===== src/sv/hswd_pkg.sv =====
// Package for the hue/saturation window detector.
// Holds field widths, register codes, reset values and the divider stage record.
// No dependencies.
package hswd_pkg;

  localparam int unsigned PIX_W = 8;    // width of one color component
  localparam int unsigned CFG_IDX_W = 4;  // register index width on the config port
  localparam int unsigned CFG_DAT_W = 8;  // register data width
  localparam int unsigned QUO_W = 9;    // quotient bits produced by the dividers
  localparam int unsigned NUM_W = 18;   // dividend / remainder width
  localparam int unsigned DIV_W = 9;    // divisor width (twice an 8-bit value)

  localparam logic [7:0] MIN_HUE_RST = 8'd160;
  localparam logic [7:0] MAX_HUE_RST = 8'd10;
  localparam logic [7:0] MIN_SAT_RST = 8'd25;
  localparam logic [7:0] MAX_SAT_RST = 8'd166;

  localparam logic [QUO_W-1:0] HUE_WRAP = 9'd180;

  typedef enum logic [CFG_IDX_W-1:0] {
    REG_MIN_HUE = 4'd0,
    REG_MAX_HUE = 4'd1,
    REG_MIN_SAT = 4'd2,
    REG_MAX_SAT = 4'd3
  } reg_idx_t;

  // One slot of the divider pipeline: both long divisions advance side by side.
  typedef struct packed {
    logic [NUM_W-1:0] rem_h;
    logic [QUO_W-1:0] quo_h;
    logic [DIV_W-1:0] div_h;
    logic [NUM_W-1:0] rem_s;
    logic [QUO_W-1:0] quo_s;
    logic [DIV_W-1:0] div_s;
    logic             grey;
  } div_slot_t;

endpackage


===== src/sv/hswd_pixel_if.sv =====
// Pixel input channel of the hue/saturation window detector.
// Depends on hswd_pkg for the component width.
interface hswd_pixel_if
  import hswd_pkg::*;
();
  logic             valid;
  logic             ready;
  logic [PIX_W-1:0] blue;
  logic [PIX_W-1:0] green;
  logic [PIX_W-1:0] red;

  modport source (output valid, blue, green, red, input ready);
  modport sink (input valid, blue, green, red, output ready);
endinterface


===== src/sv/hswd_mask_if.sv =====
// Mask result channel of the hue/saturation window detector.
// Self-contained; carries one mask bit per transfer.
interface hswd_mask_if;
  logic valid;
  logic ready;
  logic in_window;

  modport source (output valid, in_window, input ready);
  modport sink (input valid, in_window, output ready);
endinterface


===== src/sv/hswd_cfg_if.sv =====
// Configuration write channel of the hue/saturation window detector.
// Depends on hswd_pkg for index and data widths.
interface hswd_cfg_if
  import hswd_pkg::*;
();
  logic                 valid;
  logic                 ready;
  logic [CFG_IDX_W-1:0] index;
  logic [CFG_DAT_W-1:0] data;

  modport source (output valid, index, data, input ready);
  modport sink (input valid, index, data, output ready);
endinterface


===== src/sv/hue_saturation_window_detector.sv =====
// Hue/saturation window detector: BGR pixel in, one mask bit out.
// Each pixel passes the input register, the preparation stage, the divider stages
// and the window tests, whose result is held in the output register.
// Throughput: one pixel per cycle while the mask side is ready (9-stage divider).
// Reset (rst, synchronous) empties the pipeline and loads the default windows.
// Depends on hswd_pkg, hswd_pixel_if, hswd_mask_if and hswd_cfg_if.
module hue_saturation_window_detector
  import hswd_pkg::*;
(
  input  logic              clk,
  input  logic              rst,
  hswd_pixel_if.sink        pixel,
  hswd_mask_if.source       mask,
  hswd_cfg_if.sink          cfg
);

  // Stage map:
  //   0           input register (blue, green, red)
  //   1           preparation: max, spread, hue and saturation dividends
  //   2 .. 10     one quotient bit of each division per stage, MSB first
  //   11          window tests; this is the output register
  // Each stage holds its data when the stage after it is full and stalled,
  // and fills any bubble ahead of a stall, so nothing is lost or repeated.
  localparam int unsigned NSTG = QUO_W + 3;
  localparam int unsigned LAST = NSTG - 1;

  logic [NSTG-1:0] vld;
  logic [NSTG-1:0] rdy;

  // Window registers. Writes are accepted at any time and take effect at once;
  // an index past the last register is ignored.
  logic [7:0] min_hue;
  logic [7:0] max_hue;
  logic [7:0] min_sat;
  logic [7:0] max_sat;

  assign cfg.ready = 1'b1;

  always_ff @(posedge clk) begin
    if (rst) begin
      min_hue <= MIN_HUE_RST;
      max_hue <= MAX_HUE_RST;
      min_sat <= MIN_SAT_RST;
      max_sat <= MAX_SAT_RST;
    end else if (cfg.valid) begin
      case (cfg.index)
        REG_MIN_HUE: min_hue <= cfg.data;
        REG_MAX_HUE: max_hue <= cfg.data;
        REG_MIN_SAT: min_sat <= cfg.data;
        REG_MAX_SAT: max_sat <= cfg.data;
        default: ;
      endcase
    end
  end

  // Ready chain: a stage can take new data when it is empty or moving on.
  always_comb begin
    rdy[LAST] = !vld[LAST] || mask.ready;
    for (int i = LAST - 1; i >= 0; i--) begin
      rdy[i] = !vld[i] || rdy[i+1];
    end
  end

  assign pixel.ready = rdy[0];

  always_ff @(posedge clk) begin
    if (rst) begin
      vld <= '0;
    end else begin
      if (rdy[0]) begin
        vld[0] <= pixel.valid;
      end
      for (int i = 1; i < NSTG; i++) begin
        if (rdy[i]) begin
          vld[i] <= vld[i-1];
        end
      end
    end
  end

  // Stage 0: input register.
  logic [PIX_W-1:0] b0;
  logic [PIX_W-1:0] g0;
  logic [PIX_W-1:0] r0;

  always_ff @(posedge clk) begin
    if (rdy[0]) begin
      b0 <= pixel.blue;
      g0 <= pixel.green;
      r0 <= pixel.red;
    end
  end

  // Stage 1 logic. V is the largest component and d the spread. The hue
  // dividend is 60*h + 361*d, which is always positive because h >= -d;
  // dividing it by 2d gives the rounded hue plus 180. The saturation
  // dividend 510*d + V over 2V gives round(255*d/V).
  logic [7:0]        vmax;
  logic [7:0]        vmin;
  logic [7:0]        spread;
  logic signed [11:0] h_diff;
  logic signed [19:0] t_hue;
  logic [NUM_W-1:0]  n_sat;
  div_slot_t         prep;

  always_comb begin
    vmax = b0;
    if (g0 > vmax) vmax = g0;
    if (r0 > vmax) vmax = r0;
    vmin = b0;
    if (g0 < vmin) vmin = g0;
    if (r0 < vmin) vmin = r0;
    spread = vmax - vmin;

    if (vmax == r0) begin
      h_diff = 12'(signed'({1'b0, g0})) - 12'(signed'({1'b0, b0}));
    end else if (vmax == g0) begin
      h_diff = 12'(signed'({1'b0, b0})) - 12'(signed'({1'b0, r0}))
             + 12'(signed'({3'b000, spread, 1'b0}));
    end else begin
      h_diff = 12'(signed'({1'b0, r0})) - 12'(signed'({1'b0, g0}))
             + 12'(signed'({2'b00, spread, 2'b00}));
    end

    t_hue = 20'(h_diff) * 20'sd60 + 20'(signed'({1'b0, spread})) * 20'sd361;
    n_sat = NUM_W'({1'b0, spread} * 18'd510) + NUM_W'(vmax);

    prep.rem_h = t_hue[NUM_W-1:0];
    prep.quo_h = '0;
    prep.div_h = {spread, 1'b0};
    prep.rem_s = n_sat;
    prep.quo_s = '0;
    prep.div_s = {vmax, 1'b0};
    prep.grey  = (spread == 8'd0);
  end

  // Divider pipeline. slot[0] is stage 1; slot[k] is stage k+1 and has
  // resolved quotient bit QUO_W-k. Grey pixels carry a zero hue divisor and
  // their quotients are discarded at the end.
  div_slot_t slot [QUO_W+1];
  div_slot_t slot_next [QUO_W+1];

  always_comb begin
    logic [NUM_W-1:0] sh_h;
    logic [NUM_W-1:0] sh_s;
    slot_next[0] = prep;
    for (int k = 1; k <= QUO_W; k++) begin
      slot_next[k] = slot[k-1];
      sh_h = NUM_W'(slot[k-1].div_h) << (QUO_W - k);
      sh_s = NUM_W'(slot[k-1].div_s) << (QUO_W - k);
      if (slot[k-1].rem_h >= sh_h) begin
        slot_next[k].rem_h = slot[k-1].rem_h - sh_h;
        slot_next[k].quo_h[QUO_W-k] = 1'b1;
      end
      if (slot[k-1].rem_s >= sh_s) begin
        slot_next[k].rem_s = slot[k-1].rem_s - sh_s;
        slot_next[k].quo_s[QUO_W-k] = 1'b1;
      end
    end
  end

  always_ff @(posedge clk) begin
    for (int k = 0; k <= QUO_W; k++) begin
      if (rdy[k+1]) begin
        slot[k] <= slot_next[k];
      end
    end
  end

  // Final stage: fold the hue quotient back into 0..179, then test both
  // windows. The hue window wraps around when its lower bound is not below
  // its upper bound.
  logic [QUO_W-1:0] q_hue;
  logic [7:0]       hue;
  logic [7:0]       sat;
  logic             hue_ok;
  logic             sat_ok;
  logic             in_window;

  always_comb begin
    q_hue = slot[QUO_W].quo_h;
    if (slot[QUO_W].grey) begin
      hue = 8'd0;
      sat = 8'd0;
    end else begin
      hue = (q_hue >= HUE_WRAP) ? 8'(q_hue - HUE_WRAP) : q_hue[7:0];
      sat = slot[QUO_W].quo_s[7:0];
    end
    if (min_hue < max_hue) begin
      hue_ok = (hue > min_hue) && (hue <= max_hue);
    end else begin
      hue_ok = (hue > min_hue) || (hue <= max_hue);
    end
    sat_ok = (sat > min_sat) && (sat <= max_sat);
  end

  always_ff @(posedge clk) begin
    if (rdy[LAST]) begin
      in_window <= hue_ok && sat_ok;
    end
  end

  assign mask.valid     = vld[LAST];
  assign mask.in_window = in_window;

endmodule


===== src/flat_wrapper.sv =====
// flat-port wrapper written by rule: the top's interface ports become plain ports
module hue_saturation_window_detector_flat import hswd_pkg::*;
  (clk, rst, pixel_valid, pixel_blue, pixel_green, pixel_red, pixel_ready, mask_valid, mask_in_window, mask_ready, cfg_valid, cfg_index, cfg_data, cfg_ready);
  hswd_pixel_if pixel_i ();
  hswd_mask_if mask_i ();
  hswd_cfg_if cfg_i ();
  input  logic clk;
  input  logic rst;
  input wire logic [$bits(pixel_i.valid)-1:0] pixel_valid;
  input wire logic [$bits(pixel_i.blue)-1:0] pixel_blue;
  input wire logic [$bits(pixel_i.green)-1:0] pixel_green;
  input wire logic [$bits(pixel_i.red)-1:0] pixel_red;
  output wire logic [$bits(pixel_i.ready)-1:0] pixel_ready;
  output wire logic [$bits(mask_i.valid)-1:0] mask_valid;
  output wire logic [$bits(mask_i.in_window)-1:0] mask_in_window;
  input wire logic [$bits(mask_i.ready)-1:0] mask_ready;
  input wire logic [$bits(cfg_i.valid)-1:0] cfg_valid;
  input wire logic [$bits(cfg_i.index)-1:0] cfg_index;
  input wire logic [$bits(cfg_i.data)-1:0] cfg_data;
  output wire logic [$bits(cfg_i.ready)-1:0] cfg_ready;
  assign pixel_i.valid = pixel_valid;
  assign pixel_i.blue = pixel_blue;
  assign pixel_i.green = pixel_green;
  assign pixel_i.red = pixel_red;
  assign pixel_ready = pixel_i.ready;
  assign mask_valid = mask_i.valid;
  assign mask_in_window = mask_i.in_window;
  assign mask_i.ready = mask_ready;
  assign cfg_i.valid = cfg_valid;
  assign cfg_i.index = cfg_index;
  assign cfg_i.data = cfg_data;
  assign cfg_ready = cfg_i.ready;
  hue_saturation_window_detector u_core (.clk(clk), .rst(rst), .pixel(pixel_i), .mask(mask_i), .cfg(cfg_i));
endmodule

===== config.mk =====
export PLATFORM = sky130hd
export DESIGN_NAME = hue_saturation_window_detector_flat
export DESIGN_NICKNAME = d
export VERILOG_FILES = /design/src/sv/hswd_pkg.sv /design/src/sv/hswd_pixel_if.sv /design/src/sv/hswd_mask_if.sv /design/src/sv/hswd_cfg_if.sv /design/src/sv/hue_saturation_window_detector.sv /design/src/flat_wrapper.sv
export SDC_FILE = /design/constraint.sdc
export NUM_CORES = 1
export LEC_CHECK = 0
export BUFFER_PORTS_ARGS = -buffer_cell sky130_fd_sc_hd__buf_2
export CAP_MARGIN = 25
export CORE_ASPECT_RATIO = 0.8
export CORE_MARGIN = 2
export CORE_UTILIZATION = 25
export DETAILED_ROUTE_END_ITERATION = 6
export GPL_TIMING_DRIVEN = 0
export HOLD_SLACK_MARGIN = 0.06
export RECOVER_POWER = 50
export SLEW_MARGIN = 20
export SYNTH_ARGS = -nofsm -noshare
export SYNTH_HDL_FRONTEND = slang
export SYNTH_SLANG_ARGS = --single-unit

===== constraint.sdc =====
create_clock -name clk -period 13.4 [get_ports clk]
set_input_delay 2.68 -clock clk [delete_from_list [all_inputs] [get_ports clk]]
set_output_delay 2.68 -clock clk [all_outputs]
set_load 0.005 [all_outputs]

After elaboration in Yosys (flattened, before gate mapping)
Memories as Yosys holds them, arrays and structs flattened.
Index checks and enable logic that the tools add are counted.

word-level totals
  memories kept = 1
  bits in writable memories = 730
  input bits = 41
  bits in registers = 69
  output and inout port bits = 4
  logic and storage cells = 182

cells by class
  $mul = 3
  order comparisons = 28
  mux-type cells = 64
  reduce and logical (&&, ||, !) cells = 34
  equal/unequal tests = 5
  add/subtract/negate cells = 27

memories
  name         depth  width  rd ports  clocked after Yosys merged registers in  write ports  line                                   source
  u_core.slot  10     73     10        0                                        10           hue_saturation_window_detector.sv:140  div_slot_t slot [QUO_W+1];

operators by type and width
  kind                            count
  two-way mux 18 bit              16
  two-way mux 8 bit               7
  two-way mux 19 bit              2
  two-way mux 1 bit               37
  >= comparator 18 x 10 -> 1 bit  2
  >= comparator 18 x 11 -> 1 bit  2
  >= comparator 18 x 12 -> 1 bit  2
  >= comparator 18 x 13 -> 1 bit  2
  >= comparator 18 x 14 -> 1 bit  2
  >= comparator 18 x 15 -> 1 bit  2
  >= comparator 18 x 16 -> 1 bit  2
  >= comparator 18 x 17 -> 1 bit  2
  >= comparator 18 x 9 -> 1 bit   2
  subtractor 18 x 10 -> 18 bit    2
  subtractor 18 x 11 -> 18 bit    2
  subtractor 18 x 12 -> 18 bit    2
  subtractor 18 x 13 -> 18 bit    2
  subtractor 18 x 14 -> 18 bit    2
  subtractor 18 x 15 -> 18 bit    2
  subtractor 18 x 16 -> 18 bit    2
  subtractor 18 x 17 -> 18 bit    2
  subtractor 18 x 9 -> 18 bit     2
  greater-than comparator 8 bit   4
  subtractor 8 x 8 -> 9 bit       3
  22 further kinds                56

Longest topological paths before layout
  depth in word-level cells = 14
  depth in mapped cells = 52
  mapped depth without buffers = 50

Least setup slack after synthesis
Ideal clock, no wire load.

  path type = reg2reg
  from = register u_core.g0[3]
  to = memory u_core.slot[0][72] (netlist bit) (data pin)
  data required time = 13140 ps
  period minus slack after synthesis = 10926 ps
  arrival time = 10666 ps
  path buffers = 2
  slack = 2474 ps
  setup time = 260 ps
  stages on the path, launching flop included = 48
  cell sequence = edfxtp_1 ha_1 a21o_1 a21oi_1 a21oi_1 nor2_1 clkbuf_1 nor2_1 a21oi_1 ha_1 a21o_1 a21o_1 a21o_1 nor2_1 a31o_1 clkbuf_1 o21ai_0 ha_1 (+12 left out) maj3_2 mux2_4 o31ai_1 inv_1 ha_1 fa_1 fa_1 ha_1 inv_1 o21bai_1 xor2_1 ha_1 a21oi_1 o21ai_0 a21o_1 a21oi_1 xnor2_1 xnor2_1

RTL lines
  item                    line                                   source
  start, declared         hue_saturation_window_detector.sv:83   logic [PIX_W-1:0] g0;
  start signal, assigned  hue_saturation_window_detector.sv:89   g0 <= pixel.green;
  end, declared           hue_saturation_window_detector.sv:140

==> results.tsv <==
stage	metric	value	unit
detailed_routing	Initial DRC Count	1170	
placed_design	DP HPWL	57410	um
critical_path	Setup crit end kind	flip-flop	
synth	Syn Nets	3805	
critical_path	WS Path Type	reg -> reg	
floorplanning	die width	432.8	um
clock_network	CTS tree	yes	
timing	Final setup viols	0	
timing	Worst Max-Slew Pin Slew	3.226	ns
detailed_routing	DR WL/cell	13.33	um
placed_design	I/O Buffers	42	
detailed_routing	via count	23350	
timing	Final Hold Vio Count	0	
critical_path	CP max FO	10	
critical_path	Startpoint Class	flip-flop	
synth	Avg Cell Area, Syn	11.09	um2
detailed_routing	detailed-router iteration count before antenna repair	7	
synth	post-synthesis sequential area ratio	47.88	%
clock_network	clk sink count	601	
clock_network	Root Driver	clkbuf_16	
floorplanning	row count	125	
grt	initial antenna violation count	1	
synth	Post-Synth XOR/XNOR Area	6.387	%
timing	max-slew violations	136	
finish	post-layout net count	3926	
grt	GRT overflow	0	
timing	fin crit period	12.56	ns
finish	area occupied by multi-input gates	0.01742	mm2
finish	FILL cells	14840	
synth	Main synth FF type	edfxtp_1	
flow_run	max-cap violation count	4	
synth	Mapped Area	0.03677	mm2
timing	RSZ-0062 raised after global routing	no	
floorplanning	Chip Height	347.0	um
grt	gr usage total	9.587	%
detailed_routing	Post-Route WL	72710	um
timing	relative slew slack	-115.0	%
synth	Synth Area in Adders	17.05	%
clock_network	Skew-Pair Late Insertion Delay	0.66	ns
finish	commonest cells after routing, fill and taps aside	edfxtp_1 (557), inv_1 (443), ha_1 (369)	
finish	most common cell after layout, fill and taps aside	edfxtp_1	
critical_path	worst path required time	13.78	ns
grt	vias in the first global route	23240	
placed_design	pre-CTS setup slack	0.05510	ns
synth	yosys warns	0	
synth	largest family of logic cells by synthesized area	adder cells	
synth	post-synthesis mux area share	1.664	%
critical_path	Critical Path AT	12.94	ns
grt	largest net degree at the start of global routing	62	
synth	post-synthesis cell count	3315	
synth	Compound-Gate Fraction of Synth Area	11.19	%
floorplanning	Initial Utilization	25.25	%
timing	crit share post-route	93.74	%
synth	Synth Register Bits	601	
detailed_routing	vias per cell	4.281	
placed_design	# placed instances	5338	
clock_network	cts-stage hold buffer count	0	
run_status	failing checks	max-capacitance violations, max-slew violations	
synth	Simple-Gate Fraction of Synth Area	10.74	%
detailed_routing	drt drc	0	
finish	Area Growth Syn to Fin	13.53	%
timing	Max Fclk	0.07961	GHz
floorplanning	I/O pin cnt	45	
finish	FF/Latch Area	0.01761	mm2
timing	worst setup margin	0.8388	ns
placed_design	RD Place Congestion	0.8843	
finish	Finished Layout Cells	5454	
synth	post-synthesis async set-or-reset flop share	0	%
floorplanning	Core Area	0.1456	mm2
timing	worst setup skew after layout	0.06561	ns
min_path	Worst Hold Class	reg -> reg	
critical_path	Worst Reg2Reg Path Length in Cells	47	
min_path	worst hold stages	0	
clock_network	H-tree level count	2	
synth	library cells used by synthesis	100	
clock_network	clock buffer depth	3	
synth	number of synthesized flops with an enable pin	557	
finish	layout cell share with drive strength beyond 1	6.514	%
grt	wire length of the first global-routing pass	118800	um
clock_network	clock slew at the register clock pins of the worst setup and hold paths	0.06	ns
critical_path	biggest cell delay along the critical path	0.74	ns
critical_path	Slowest cell on crit path	fa_1	
clock_network	CTS buffer count	59	
run_status	outcome	finished, violations left	
floorplanning	die footprint	0.1502	mm2
detailed_routing	Post-DRT Antenna Nets	0	
## cell type report
| class | count | area share, % |
|---|---|---|
| tap | 1968 | 5.898 |
| antenna | 1 | 0.005994 |
| multi-input combinational | 2221 | 41.72 |
| buffer | 44 | 0.4286 |
| timing repair buffer | 60 | 1.052 |
| clock buffer | 72 | 3.701 |
| inverter | 449 | 4.055 |
| clock inverter | 38 | 0.9651 |
| sequential | 601 | 42.18 |
## per-layer routing
| metal | vias to the layer above | share of wire [%] | global-route usage [%] |
|---|---|---|---|
| met1 | 10950 | 49 | 13.08 |
| met5 | - | 0.018 | 0 |
| met3 | 114 | 3.9 | 1.683 |
| met4 | 2 | 2.3 | 2.576 |
| li1 | 11950 | - | - |
| met2 | 334 | 45 | 15.57 |
## registers in the layout, indices dropped and copies added, names as in the netlist
register and flops:
u_core.mask.in_window 1, u_core.min_sat 8, u_core.vld 12, u_core.max_sat 8, u_core.b0 8, u_core.r0 8
u_core.slot 532, u_core.g0 8, u_core.max_hue 8, u_core.min_hue 8
## metrics by stage
step	setup TNS (ns)	util, %	instance area [um2]	hold slack, ns
5_1_grt	0	28.67	41740	0.4242
2_1_floorplan	0	-	36770	0.4003
3_3_place_gp	-0.2336	27.09	39440	0.4030
3_5_place_dp	0	27.35	39820	0.4045
6_report	0	28.67	41750	0.4138
4_1_cts	0	28.68	41770	0.4093
## cell usage after synthesis (all sizes together), types with 7 or more instances
cell type / n / area [um2]
ha: 369 / 4617
a211o: 15 / 131.4
xor2: 103 / 920.9
a31oi: 8 / 65.06
and2: 14 / 87.58
o21a: 11 / 85.08
mux2i: 48 / 484.2
a2111oi: 13 / 140.1
nor2: 267 / 1005
xnor2: 163 / 1428
a21o: 108 / 810.8
nand4b: 7 / 76.32
nand3: 33 / 170.2
a211oi: 8 / 60.06
o21ai: 161 / 813.3
nor4: 33 / 212.7
or2: 11 / 68.82
edfxtp: 557 / 16730
o21bai: 25 / 187.7
nand2: 152 / 570.6
dfxtp: 44 / 880.8
buf: 7 / 38.78
mux2: 11 / 127.6
or3: 12 / 75.07
nor2b: 67 / 419.2
o31ai: 14 / 123.9
a21oi: 225 / 1134
nand3b: 11 / 82.58
inv: 449 / 1688
clkbuf: 37 / 138.9
nor3: 39 / 206.5
nand2b: 77 / 481.7
nand4: 35 / 219.0
fa: 80 / 1602
## final timing paths
| kind | start | end | slack, ns |
|---|---|---|---|
| hold reg to reg | u_core.slot[1][25] | u_core.slot[2][25] | 0.41 |
| setup reg to reg | u_core.b0[3] | u_core.slot[0][72] | 0.84 |
| hold / removal | u_core.slot[1][25] | u_core.slot[2][25] | 0.41 |
| setup / recovery | u_core.b0[3] | u_core.slot[0][72] | 0.84 |
## cells by family (layout without fill, tap and decap cells)
family | count (synthesis) | count (layout)
buffers and inverters | 493 | 663
adders and majority gates | 454 | 454
xor gates and xnor gates | 266 | 266
AOI/OAI and AO/OA | 650 | 650
DFF | 601 | 601
muxes | 59 | 59
other | 1 | 2
and+or+nand+nor | 791 | 791
## what timing repair did
action	in CTS	in global routing
setup buffers	0	5
endpoints found under the hold margin	0	0
resized for setup	0	10
endpoints found under the setup margin	0	4
## critical path: cells and delay by family, from the launching register on
family                     cells  cell delay, ns
buffers and inverters          6            1.27
and+or+nand+nor                4            0.68
xor gates and xnor gates       3            0.47
DFF                            1            0.51
AOI/OAI and AO/OA             22            4.73
adders and majority gates     11            4.33
muxes                          1            0.32
Power is not shown: default switching activity piles up to over one toggle a cycle in this logic, so the estimate is an artifact.
